==> src/rtl/partial_reliability_arq_sender_unit_assert.svh <==
// Assertion macros for the ARQ sender unit
`ifndef PARTIAL_RELIABILITY_ARQ_SENDER_UNIT_ASSERT_SVH
`define PARTIAL_RELIABILITY_ARQ_SENDER_UNIT_ASSERT_SVH

`ifndef SYNTHESIS
`define PRAS_ASSERT_SAME(label, clk, rstn, ante, cons) \
    label: assert property (@(posedge clk) disable iff (!rstn) (ante) |-> (cons)) \
        else $error("assertion failed");
`define PRAS_ASSERT_NEXT(label, clk, rstn, ante, cons) \
    label: assert property (@(posedge clk) disable iff (!rstn) (ante) |=> (cons)) \
        else $error("assertion failed");
`else
`define PRAS_ASSERT_SAME(label, clk, rstn, ante, cons)
`define PRAS_ASSERT_NEXT(label, clk, rstn, ante, cons)
`endif

`endif

==> src/rtl/pras_pkg.sv <==
// Shared types and constants for the ARQ sender unit
package pras_pkg;

    localparam int COUNT_WIDTH_DEF = 32;
    localparam int LOSS_SCALE      = 100;

    localparam logic [6:0]  PCT_RESET = 7'd40;
    localparam logic [31:0] OUT_MAX   = 32'hFFFF_FFFF;

    localparam logic [1:0] CMD_SUBMIT  = 2'd0;
    localparam logic [1:0] CMD_REPLY   = 2'd1;
    localparam logic [1:0] CMD_TIMEOUT = 2'd2;

    localparam logic [1:0] ACT_NONE = 2'd0;
    localparam logic [1:0] ACT_TX   = 2'd1;
    localparam logic [1:0] ACT_ACK  = 2'd2;
    localparam logic [1:0] ACT_LOSS = 2'd3;

    typedef enum logic [3:0] {
        KIND_NONE    = 4'b0001,
        KIND_SUBMIT  = 4'b0010,
        KIND_REPLY   = 4'b0100,
        KIND_TIMEOUT = 4'b1000
    } kind_t;

    typedef enum logic [1:0] {
        ST_IDLE = 2'b01,
        ST_WAIT = 2'b10
    } state_t;

    typedef struct packed {
        kind_t kind;
        logic  ack_flag;
        logic  ack_bit;
    } item_t;

    typedef struct packed {
        logic full;
        logic empty;
    } qstat_t;

endpackage

==> src/rtl/partial_reliability_arq_sender_unit.sv <==
// Top level of the stop-and-wait ARQ sender with partial reliability
// Takes one event beat per cycle while s_ready is high and returns one result
// beat per event, in order. A beat passes a classify register, a two-entry
// queue and the result register. The protocol engine sustains one beat per
// cycle while m_ready holds, and updates the sequence bit, the counters and the
// loss-tolerance compare (percentage times sent count) as each beat is popped.
// Reset restores the loss percentage to 40.
`include "partial_reliability_arq_sender_unit_assert.svh"

module partial_reliability_arq_sender_unit #(
    parameter int COUNT_WIDTH = pras_pkg::COUNT_WIDTH_DEF
) (
    input  logic        aclk,
    input  logic        aresetn,
    input  logic        cfg_wr_en,
    input  logic [6:0]  cfg_wr_data,
    input  logic        s_valid,
    output logic        s_ready,
    input  logic [1:0]  s_cmd,
    input  logic        s_reply_ack_flag,
    input  logic        s_reply_ack_bit,
    output logic        m_valid,
    input  logic        m_ready,
    output logic [1:0]  m_action,
    output logic        m_tx_seq_bit,
    output logic [31:0] m_messages_sent,
    output logic [31:0] m_messages_lost
);
    import pras_pkg::*;

    logic   push;
    item_t  push_item;
    logic   pop;
    item_t  pop_item;
    qstat_t q_stat;
    logic   hold_valid;

    pras_front u_front (
        .aclk             (aclk),
        .aresetn          (aresetn),
        .s_valid          (s_valid),
        .s_ready          (s_ready),
        .s_cmd            (s_cmd),
        .s_reply_ack_flag (s_reply_ack_flag),
        .s_reply_ack_bit  (s_reply_ack_bit),
        .push             (push),
        .push_item        (push_item),
        .q_stat           (q_stat),
        .hold_valid       (hold_valid)
    );

    pras_queue u_queue (
        .aclk      (aclk),
        .aresetn   (aresetn),
        .push      (push),
        .push_item (push_item),
        .pop       (pop),
        .pop_item  (pop_item),
        .q_stat    (q_stat)
    );

    pras_back #(
        .COUNT_WIDTH (COUNT_WIDTH)
    ) u_back (
        .aclk            (aclk),
        .aresetn         (aresetn),
        .cfg_wr_en       (cfg_wr_en),
        .cfg_wr_data     (cfg_wr_data),
        .pop_item        (pop_item),
        .q_stat          (q_stat),
        .pop             (pop),
        .m_valid         (m_valid),
        .m_ready         (m_ready),
        .m_action        (m_action),
        .m_tx_seq_bit    (m_tx_seq_bit),
        .m_messages_sent (m_messages_sent),
        .m_messages_lost (m_messages_lost)
    );

    `PRAS_ASSERT_NEXT(a_front_load, aclk, aresetn, s_valid && s_ready, hold_valid)
    `PRAS_ASSERT_SAME(a_push_room, aclk, aresetn, push, !q_stat.full)
    `PRAS_ASSERT_SAME(a_pop_data, aclk, aresetn, pop, !q_stat.empty)
    `PRAS_ASSERT_SAME(a_txbit_zero, aclk, aresetn, m_valid && (m_action != ACT_TX), !m_tx_seq_bit)

endmodule

==> src/rtl/pras_front.sv <==
// Input stage: accept event beats and classify them
module pras_front (
    input  logic              aclk,
    input  logic              aresetn,
    input  logic              s_valid,
    output logic              s_ready,
    input  logic [1:0]        s_cmd,
    input  logic              s_reply_ack_flag,
    input  logic              s_reply_ack_bit,
    output logic              push,
    output pras_pkg::item_t   push_item,
    input  pras_pkg::qstat_t  q_stat,
    output logic              hold_valid
);
    import pras_pkg::*;

    logic  hold_valid_reg;
    logic  hold_valid_next;
    item_t item_reg;
    item_t item_next;
    logic  accept;

    assign push       = hold_valid_reg && !q_stat.full;
    assign s_ready    = !hold_valid_reg || !q_stat.full;
    assign accept     = s_valid && s_ready;
    assign push_item  = item_reg;
    assign hold_valid = hold_valid_reg;

    always_comb begin
        hold_valid_next = hold_valid_reg;
        if (accept) begin
            hold_valid_next = 1'b1;
        end else if (push) begin
            hold_valid_next = 1'b0;
        end
    end

    always_comb begin
        item_next.ack_flag = s_reply_ack_flag;
        item_next.ack_bit  = s_reply_ack_bit;
        case (s_cmd)
            CMD_SUBMIT:  item_next.kind = KIND_SUBMIT;
            CMD_REPLY:   item_next.kind = KIND_REPLY;
            CMD_TIMEOUT: item_next.kind = KIND_TIMEOUT;
            default:     item_next.kind = KIND_NONE;
        endcase
    end

    always_ff @(posedge aclk) begin
        if (!aresetn) begin
            hold_valid_reg <= 1'b0;
        end else begin
            hold_valid_reg <= hold_valid_next;
        end
    end

    always_ff @(posedge aclk) begin
        if (accept) begin
            item_reg <= item_next;
        end
    end

endmodule

==> src/rtl/pras_queue.sv <==
// Two-entry queue between the front and back stages
module pras_queue (
    input  logic              aclk,
    input  logic              aresetn,
    input  logic              push,
    input  pras_pkg::item_t   push_item,
    input  logic              pop,
    output pras_pkg::item_t   pop_item,
    output pras_pkg::qstat_t  q_stat
);
    import pras_pkg::*;

    item_t      entry_reg [2];
    logic       wr_ptr_reg;
    logic       wr_ptr_next;
    logic       rd_ptr_reg;
    logic       rd_ptr_next;
    logic [1:0] count_reg;
    logic [1:0] count_next;

    assign q_stat.full  = (count_reg == 2'd2);
    assign q_stat.empty = (count_reg == 2'd0);
    assign pop_item     = entry_reg[rd_ptr_reg];

    always_comb begin
        wr_ptr_next = push ? !wr_ptr_reg : wr_ptr_reg;
        rd_ptr_next = pop ? !rd_ptr_reg : rd_ptr_reg;
        count_next  = count_reg;
        if (push && !pop) begin
            count_next = count_reg + 2'd1;
        end else if (pop && !push) begin
            count_next = count_reg - 2'd1;
        end
    end

    always_ff @(posedge aclk) begin
        if (!aresetn) begin
            wr_ptr_reg <= 1'b0;
            rd_ptr_reg <= 1'b0;
            count_reg  <= 2'd0;
        end else begin
            wr_ptr_reg <= wr_ptr_next;
            rd_ptr_reg <= rd_ptr_next;
            count_reg  <= count_next;
        end
    end

    always_ff @(posedge aclk) begin
        if (push) begin
            entry_reg[wr_ptr_reg] <= push_item;
        end
    end

endmodule

==> src/rtl/pras_back.sv <==
// Protocol engine: sequence bit, counters, loss test and result register
module pras_back #(
    parameter int COUNT_WIDTH = pras_pkg::COUNT_WIDTH_DEF
) (
    input  logic              aclk,
    input  logic              aresetn,
    input  logic              cfg_wr_en,
    input  logic [6:0]        cfg_wr_data,
    input  pras_pkg::item_t   pop_item,
    input  pras_pkg::qstat_t  q_stat,
    output logic              pop,
    output logic              m_valid,
    input  logic              m_ready,
    output logic [1:0]        m_action,
    output logic              m_tx_seq_bit,
    output logic [31:0]       m_messages_sent,
    output logic [31:0]       m_messages_lost
);
    import pras_pkg::*;

    localparam int MW = COUNT_WIDTH + 8;
    localparam int XW = (COUNT_WIDTH > 32) ? COUNT_WIDTH : 32;

    function automatic logic [31:0] clip_out(input logic [COUNT_WIDTH-1:0] v);
        logic [XW-1:0] ext;
        begin
            ext = XW'(v);
            return (ext > XW'(OUT_MAX)) ? OUT_MAX : ext[31:0];
        end
    endfunction

    logic [6:0]             pct_reg;
    state_t                 state_reg;
    state_t                 state_next;
    logic                   seq_reg;
    logic                   seq_next;
    logic [COUNT_WIDTH-1:0] sent_reg;
    logic [COUNT_WIDTH-1:0] sent_next;
    logic [COUNT_WIDTH-1:0] lost_reg;
    logic [COUNT_WIDTH-1:0] lost_next;
    logic                   m_valid_reg;
    logic                   m_valid_next;
    logic [1:0]             action_reg;
    logic [1:0]             action_next;
    logic                   txbit_reg;
    logic                   txbit_next;
    logic [31:0]            sent_out_reg;
    logic [31:0]            lost_out_reg;
    logic [COUNT_WIDTH:0]   cand;
    logic [MW-1:0]          loss_lhs;
    logic [MW-1:0]          loss_rhs;
    logic                   tolerate;
    logic                   busy;

    assign pop  = !q_stat.empty && (!m_valid_reg || m_ready);
    assign busy = (state_reg == ST_WAIT);

    assign cand     = {1'b0, lost_reg} + (COUNT_WIDTH + 1)'(1);
    assign loss_lhs = MW'(cand) * MW'(LOSS_SCALE);
    assign loss_rhs = MW'(pct_reg) * MW'(sent_reg);
    assign tolerate = (loss_lhs < loss_rhs);

    always_comb begin
        state_next  = state_reg;
        seq_next    = seq_reg;
        sent_next   = sent_reg;
        lost_next   = lost_reg;
        action_next = ACT_NONE;
        txbit_next  = 1'b0;
        case (pop_item.kind)
            KIND_SUBMIT: begin
                if (!busy) begin
                    if (sent_reg != {COUNT_WIDTH{1'b1}}) begin
                        sent_next = sent_reg + COUNT_WIDTH'(1);
                    end
                    state_next  = ST_WAIT;
                    action_next = ACT_TX;
                    txbit_next  = seq_reg;
                end
            end
            KIND_REPLY: begin
                if (busy) begin
                    if (pop_item.ack_flag && (pop_item.ack_bit == !seq_reg)) begin
                        seq_next    = !seq_reg;
                        state_next  = ST_IDLE;
                        action_next = ACT_ACK;
                    end else begin
                        action_next = ACT_TX;
                        txbit_next  = seq_reg;
                    end
                end
            end
            KIND_TIMEOUT: begin
                if (busy) begin
                    if (tolerate) begin
                        lost_next   = cand[COUNT_WIDTH] ? lost_reg : cand[COUNT_WIDTH-1:0];
                        seq_next    = !seq_reg;
                        state_next  = ST_IDLE;
                        action_next = ACT_LOSS;
                    end else begin
                        action_next = ACT_TX;
                        txbit_next  = seq_reg;
                    end
                end
            end
            default: begin
                action_next = ACT_NONE;
            end
        endcase
    end

    always_comb begin
        m_valid_next = m_valid_reg;
        if (pop) begin
            m_valid_next = 1'b1;
        end else if (m_ready) begin
            m_valid_next = 1'b0;
        end
    end

    always_ff @(posedge aclk) begin
        if (!aresetn) begin
            pct_reg     <= PCT_RESET;
            state_reg   <= ST_IDLE;
            seq_reg     <= 1'b0;
            sent_reg    <= '0;
            lost_reg    <= '0;
            m_valid_reg <= 1'b0;
        end else begin
            if (cfg_wr_en) begin
                pct_reg <= cfg_wr_data;
            end
            if (pop) begin
                state_reg <= state_next;
                seq_reg   <= seq_next;
                sent_reg  <= sent_next;
                lost_reg  <= lost_next;
            end
            m_valid_reg <= m_valid_next;
        end
    end

    always_ff @(posedge aclk) begin
        if (pop) begin
            action_reg   <= action_next;
            txbit_reg    <= txbit_next;
            sent_out_reg <= clip_out(sent_next);
            lost_out_reg <= clip_out(lost_next);
        end
    end

    assign m_valid         = m_valid_reg;
    assign m_action        = action_reg;
    assign m_tx_seq_bit    = txbit_reg;
    assign m_messages_sent = sent_out_reg;
    assign m_messages_lost = lost_out_reg;

endmodule

==> config.mk <==
export PLATFORM = sky130hd
export DESIGN_NAME = partial_reliability_arq_sender_unit
export DESIGN_NICKNAME = d
export VERILOG_FILES = /design/src/rtl/pras_pkg.sv /design/src/rtl/partial_reliability_arq_sender_unit.sv /design/src/rtl/pras_front.sv /design/src/rtl/pras_queue.sv /design/src/rtl/pras_back.sv
export VERILOG_INCLUDE_DIRS = /design/src /design/src/rtl
export SDC_FILE = /design/constraint.sdc
export NUM_CORES = 1
export LEC_CHECK = 0
export ABC_AREA = 1
export BUFFER_PORTS_ARGS = -buffer_cell sky130_fd_sc_hd__buf_2
export CAP_MARGIN = 20
export CORE_AREA = 2 2 185 187
export CTS_CLUSTER_SIZE = 8
export DETAILED_ROUTE_END_ITERATION = 12
export DIE_AREA = 0 0 187 189
export GPL_TIMING_DRIVEN = 0
export PLACE_DENSITY = 0.77
export SYNTH_ARGS = -nofsm -noshare
export SYNTH_HDL_FRONTEND = slang
export SYNTH_SLANG_ARGS = --single-unit
==> constraint.sdc <==
create_clock -name aclk -period 8.69 [get_ports aclk]
set_input_delay 0.869 -clock aclk [delete_from_list [all_inputs] [get_ports aclk]]
set_output_delay 0.869 -clock aclk [all_outputs]
set_load 0.02 [all_outputs]
# --- Yosys cells after proc, flatten, opt, wreduce, memory -nomap -nowiden ---
# Memories as Yosys holds them, arrays and structs flattened. A register that Yosys moved wholly into a read port is not among the register bits.
# Cells that the tools add are included.
# W data, S select, Z words.
word_totals:
  regBits: 153
  n_memories: 1
  ramBits: 12
op_classes:
  add_sub_neg: 4
  muxes: 41
  reduce_logical: 26
  multipliers: 2
  eq_ne: 14
  magnitude_cmp: 3
memory_table:
  columns: ["name", "words", "word_bits", "rd", "rd_ports_with_merged_regs", "wr", "line", "rtl"]
  rows:
  - ["u_queue.entry_reg", 2, 6, 1, 1, 1, "pras_queue.sv:13", "item_t entry_reg [2];"]
op_table:
  columns: ["operator", "n"]
  rows:
  - ["$mux W32", 7]
  - ["$gt A32 B32 Y1 const B", 2]
  - ["$lt A40 B39 Y1", 1]
  - ["$mul A7 B32 Y39", 1]
  - ["$mul A33 B5 Y38 const B", 1]
  - ["$add A32 B1 Y33 const B", 1]
  - ["$add A32 B1 Y32 const B", 1]
  - ["$ne A32 B32 Y1 const B", 1]
  - ["$mux W2", 11]
  - ["$mux W1", 18]
  - ["$pmux W2 S3", 2]
  - ["$pmux W4 S3", 1]
  - ["$logic_not A1 Y1", 9]
  - ["$ne A2 B1 Y1 const B", 4]
  - ["$reduce_bool A2 Y1", 4]
  - ["$reduce_and A7 Y1", 1]
  - ["$eq A2 B2 Y1 const B", 3]
  - ["$logic_and A1 B1 Y1", 6]
  - ["$reduce_and A6 Y1", 1]
  - ["$eq A4 B2 Y1 const B", 1]
  - ["$eq A4 B3 Y1 const B", 1]
  - ["$eq A4 B4 Y1 const B", 1]
  - ["$logic_not A2 Y1", 2]
  - ["$pmux W1 S3", 1]
  - ["other kinds (8)", 9]

# --- Longest topological paths before layout ---
logic_depth:
  ltp_word: 7
  ltp_mapped: 43
  depth_no_buf: 41

# --- Cells and area by module ---
# From an unflattened synthesis, not the netlist that was laid out.
hier_totals:
  cells_unflattened: 2708
  hier_area_um2: 20110.5
by_module_without_submodules:
  columns: ["mod", "seq_area_each_um2", "instances", "cells_each", "area_per_inst_um2"]
  rows:
  - ["pras_back", 3513.4, 1, 2635, 19187.2]
  - ["pras_queue", 460.4, 1, 52, 661.9]
  - ["pras_front", 200.2, 1, 21, 261.5]

# --- Worst setup path before layout ---
# OpenSTA, ideal clock, no wires.
synth_path:
  kind: "flip-flop to flip-flop"
  startpoint: "reg u_back.pct_reg[6]"
  endpoint: "reg u_back.lost_out_reg[24] (netlist: u_back.m_messages_lost[24]) (data pin)"
  setup_ns: 0.254
  slack_ns: 2.136
  arrival_time_ns: 6.299
  period_less_slack_ns: 6.554
  path_stages_with_launch: 36
  cell_sequence: "dfxtp_1 > clkbuf_1 > clkbuf_1 > nand2_1 > fa_1 > fa_1 > inv_1 > fa_1 > inv_1 > fa_1 > inv_1 > ha_1 > a21oi_1 > o21ai_0 > a21oi_1 > o21ai_0 > a21boi_0 > nor2_1 > o21ai_0 > nand2_1 > a21boi_0 > nor2_1 > nor2_1 > xor2_1 > ha_1 > nand2_1 > nor2_1 > nand2_1 > o211ai_1 > nand4_1 > nand3_4 > nor2_8 > nand3_4 > buf_6 > nand2_2 > nand2_1"
synth_between:
  elab_chain_cells: 6
synth_lines:
  columns: ["element", "line", "rtl"]
  rows:
  - ["from (decl)", "pras_back.sv:32", "logic [6:0] pct_reg;"]
  - ["from (signal assigned)", "pras_back.sv:131", "pct_reg <= cfg_wr_data;"]
  - ["$mul A7 B32 Y39 *", "pras_back.sv:60", "assign loss_rhs = MW'(pct_reg) * MW'(sent_reg);"]
  - ["$lt A40 B39 Y1 *", "pras_back.sv:61", "assign tolerate = (loss_lhs < loss_rhs);"]
  - ["$mux W32 *", "pras_back.sv:95", "if (tolerate) begin"]
  - ["$mux W32 *", "pras_back.sv:94", "if (busy) begin"]
  - ["$mux W32 *", "pras_back.sv:70", "case (pop_item.kind)"]
  - ["via u_back.lost_next[24]", "pras_back.sv:40", "logic [COUNT_WIDTH-1:0] lost_next;"]
  - ["$gt A32 B32 Y1", "pras_back.sv:28", "return (ext > XW'(OUT_MAX)) ? OUT_MAX : ext[31:0];"]
  - ["to (signal assigned)", "pras_back.sv:148", "lost_out_reg <= clip_out(lost_next);"]
  - ["to (decl)", "pras_back.sv:48", "logic [31:0] lost_out_reg;"]
# Mark *: on every way through the listed nets, which the timed path passes. The rest lies on a longest branch.
# A chain may end at the register's enable or synchronous reset.

# --- Worst setup path after layout ---
layout_path:
  startpoint: "reg u_back.pct_reg[4]"
  endpoint: "reg u_back.lost_reg[28]"
layout_between:
  elab_chain_cells: 5
layout_lines:
  columns: ["element", "line", "rtl"]
  rows:
  - ["$mul A7 B32 Y39", "pras_back.sv:60", null]
  - ["$lt A40 B39 Y1", "pras_back.sv:61", null]
  - ["$mux W32", "pras_back.sv:95", null]
  - ["$mux W32", "pras_back.sv:94", null]
  - ["$mux W32", "pras_back.sv:70", null]
  - ["to (signal assigned)", "pras_back.sv:137", "lost_reg <= lost_next;"]
  - ["to (decl)", "pras_back.sv:39", "logic [COUNT_WIDTH-1:0] lost_reg;"]
# No other way between the ends.

==> summary.md <==
| Metric | Value |
|---|---|
| Layout Cells excl Fill | `approximately 3200` |
| Final worst path period need | `slightly above 8 ns` |
| Synthesized Nets | `approximately 3000` |
| Pins Over Slew Limit | `0` |
| Die Y | `189 µm` |
| Area of the core | `~33000 µm²` |
| Post-synthesis cell type count | `47` |
| Placed cell area | `20800 µm²` |
| Slowest stage cell, crit path | `buf_1` |
| Seq/Total Area, Yosys | `21.1%` |
| Total wire length | `49100 µm` |
| Post-CTS Setup Inserts | `0` |
| Min-delay src | `u_front.push_item[4]` |
| Prevailing post-synth register cell | `edfxtp_1` |
| Nets | `approximately 3200` |
| # DRC | `0` |
| Hold WC Path Type | `register to register` |
| Synth Register Bits | `around 170` |
| Fmax | `122 MHz` |
| Routed len/inst | `between 15 and 20 µm` |
| DRT antenna net count | `0` |
| Critical Path Max Stage Delay | `slightly above 0.6 ns` |
| Detailed Routing Iterations Pass 1 | `6` |
| EDFF count, synth | `85` |
| Full die area | `35300 µm²` |
| Slew headroom | `slightly below 30%` |
| Clock skew | `about 0.012 ns` |
| Initial Util | `just under 60%` |
| Sum Neg Setup Slack | `0 ns` |
| CTS Sinks | `between 150 and 200` |
| Area growth, synth to finish | `8.09%` |
| Final Cell Area | `~21000 µm²` |
| Flop2flop setup slack | `about 0.52 ns` |
| CTS Buf Count | `17` |
| Period utilization | `a little over nine tenths` |
| Critical path arrival | `8.54 ns` |
| Num rows | `67` |
| Final Hold Fails | `0` |
| Cells after synthesis | `2656` |
| Critical path launch point | `u_back.pct_reg[4]` |
| Syn_area_per_cell | `7.46 µm²` |
| Gpl congestion | `0.958` |
| YS warnings | `0` |
| First-pass GRT wire length | `81500 µm` |
| Vias in the first global route | `roughly 17000` |
| Layout cells sized above 1 | `under 10%` |
| RSZ-0062 raised after global routing | `no` |
| H-tree levels | `4` |
| Number of instances in the placed design | `3189` |
| Worst EP required | `just over 9 ns` |
| # hold bufs at CTS | `0` |
| GRT Util Overall | `between 20 and 30%` |
| Area leader, netlist | `fa_1` |
| CP startpoint kind | `register` |
| Number of setup violations in the final report | `0` |
| Filler instances | `between 2000 and 3000` |
| Crit Path Max Fanout | `10` |
| Crit end category | `register` |
| Die W | `187 µm` |
| Io pins | `85` |
| Gr ovfl total | `0` |
| Max Cap Viol | `0` |
| Clock tree buffer depth | `2` |
| DRT iter0 DRCs | `around 1500` |
| Crit path kind | `register to register` |
| Worst Hold Depth | `0` |
| Largest cells by area after synthesis | `fa_1, edfxtp_1, inv_1` |
| Async S/R FF share, synth | `0%` |
| Reg clk slew, reported paths | `0.07 ns` |
| Pin count of the biggest net entering global routing | `41` |
| Slew @ Worst Pin | `1.05 ns` |
| Clk root buf | `clkbuf_16` |
| Input/output buffers | `84` |
| Vias | `17200` |
| Hold endpoint | `u_queue.entry_reg[0][4]` |
| Crit Reg-Reg Startpoint | `u_back.pct_reg[4]` |
| Via-to-Cell Ratio | `5.32` |
| Post-DP HPWL | `39900 µm` |
| Worst R2R Path Depth | `36` |
| Synth top area share | `17.9%` |
| Outcome | `finished clean` |
| CTS tree | `built` |
| Synthesized cell area | `~20000 µm²` |
| Skew-Pair Late Insertion Delay | `0.47 ns` |
| Initial antenna violation count | `2` |
| Reg2Reg Capture Point | `u_back.lost_reg[28]` |
-- synth_stat cells (all sizes together) (10+ instances only) --
library cell    n
nand3          76
edfxtp         85
inv           677
fa            177
nor3           34
a31oi          12
buf            28
nand2         539
dfxtp          81
nand4          61
clkbuf         71
ha            198
o21ai          87
xor2           89
a21oi         170
nor2          177
nor4           10
xnor2          33
-- layout make-up --
| cell class | count | area [µm²] | share of cell area, % |
|---|---|---|---|
| diodes | 1 | 2.50 | 0.0117 |
| plain buffers | 99 | 437 | 2.04 |
| well taps | 448 | 561 | 2.62 |
| flip-flops and latches | 166 | 4170 | 19.5 |
| repair buffers | 85 | 440 | 2.06 |
| clock buffers | 19 | 464 | 2.17 |
| inverters | 679 | 2550 | 11.9 |
| clock inverters | 13 | 130 | 0.607 |
| multi-input cells | 1712 | 12700 | 59.1 |
-- placed cells by master (no fill, tap or decap), types with 6 or more instances in the layout --
cell	instances
fa_1	177
inv_6	6
buf_2	97
edfxtp_1	85
a21oi_1	170
buf_1	8
clkbuf_16	18
xor2_1	89
a21o_1	7
nor2_1	174
nor3_1	32
o211ai_1	8
nand3_1	73
ha_1	198
inv_1	676
o21ai_0	85
clkbuf_1	66
nand2_2	33
xnor2_1	33
a31oi_1	12
o221ai_1	6
nand4_1	61
nor4_1	10
dfxtp_1	81
nand2_1	505
-- timing repair --
item	CTS	global route
endpoints found under the hold margin	0	0
endpoints found under the setup margin	0	63
gates resized for setup	0	5
-- per-layer routing --
layer,up-vias,share of wire (%),track usage (%)
li1,8356,-,-
met2,602,45,45.8
met4,0,2.8,10.4
met3,82,8.6,6.27
met1,8110,43,39.0
met5,-,0,0
-- critical path, delay by kind of cell (launching register included) --
family                   cells  cell delay (ns)
adder cells (fa/ha/maj)      6             2.77
AO/OA/AOI/OAI                8             1.80
AND/OR/NAND/NOR             14             1.70
buffers and inverters        7             1.38
flip-flops                   1             0.31
XOR/XNOR                     1             0.09
-- metrics by stage --
stage	util [%]	worst slack, ns	hold slack, ns
2_1_floorplan	-	2.14	0.421
3_3_place_gp	62.5	0.591	0.422
3_5_place_dp	62.6	0.601	0.431
4_1_cts	64.4	0.551	0.447
5_1_grt	64.4	0.000533	0.470
6_report	64.4	0.520	0.450
-- worst max-delay path by stage --
stage,end,slack [ns],cells after the start
6_report,u_back.lost_reg[28],0.52,36
5_1_grt,u_back.lost_reg[28],0.0005,37
4_1_cts,u_back.m_messages_lost[0],0.55,34
3_5_place_dp,u_back.m_messages_lost[1],0.60,34
3_3_place_gp,u_back.m_messages_lost[1],0.59,34
2_1_floorplan,u_back.m_messages_lost[24],2.14,35
-- cells by family after synthesis --
logic type / share of synthesized area (%)
xor+xnor: 5.39
buf+inv: 15.0
mux: 0.202
flops: 21.1
simple gates: 19.5
fa+ha+maj: 30.4
compound gates: 8.39
Power is left out: the tool's default activity adds up to more than one toggle a clock period on the data nets, which glitch-free logic cannot reach.
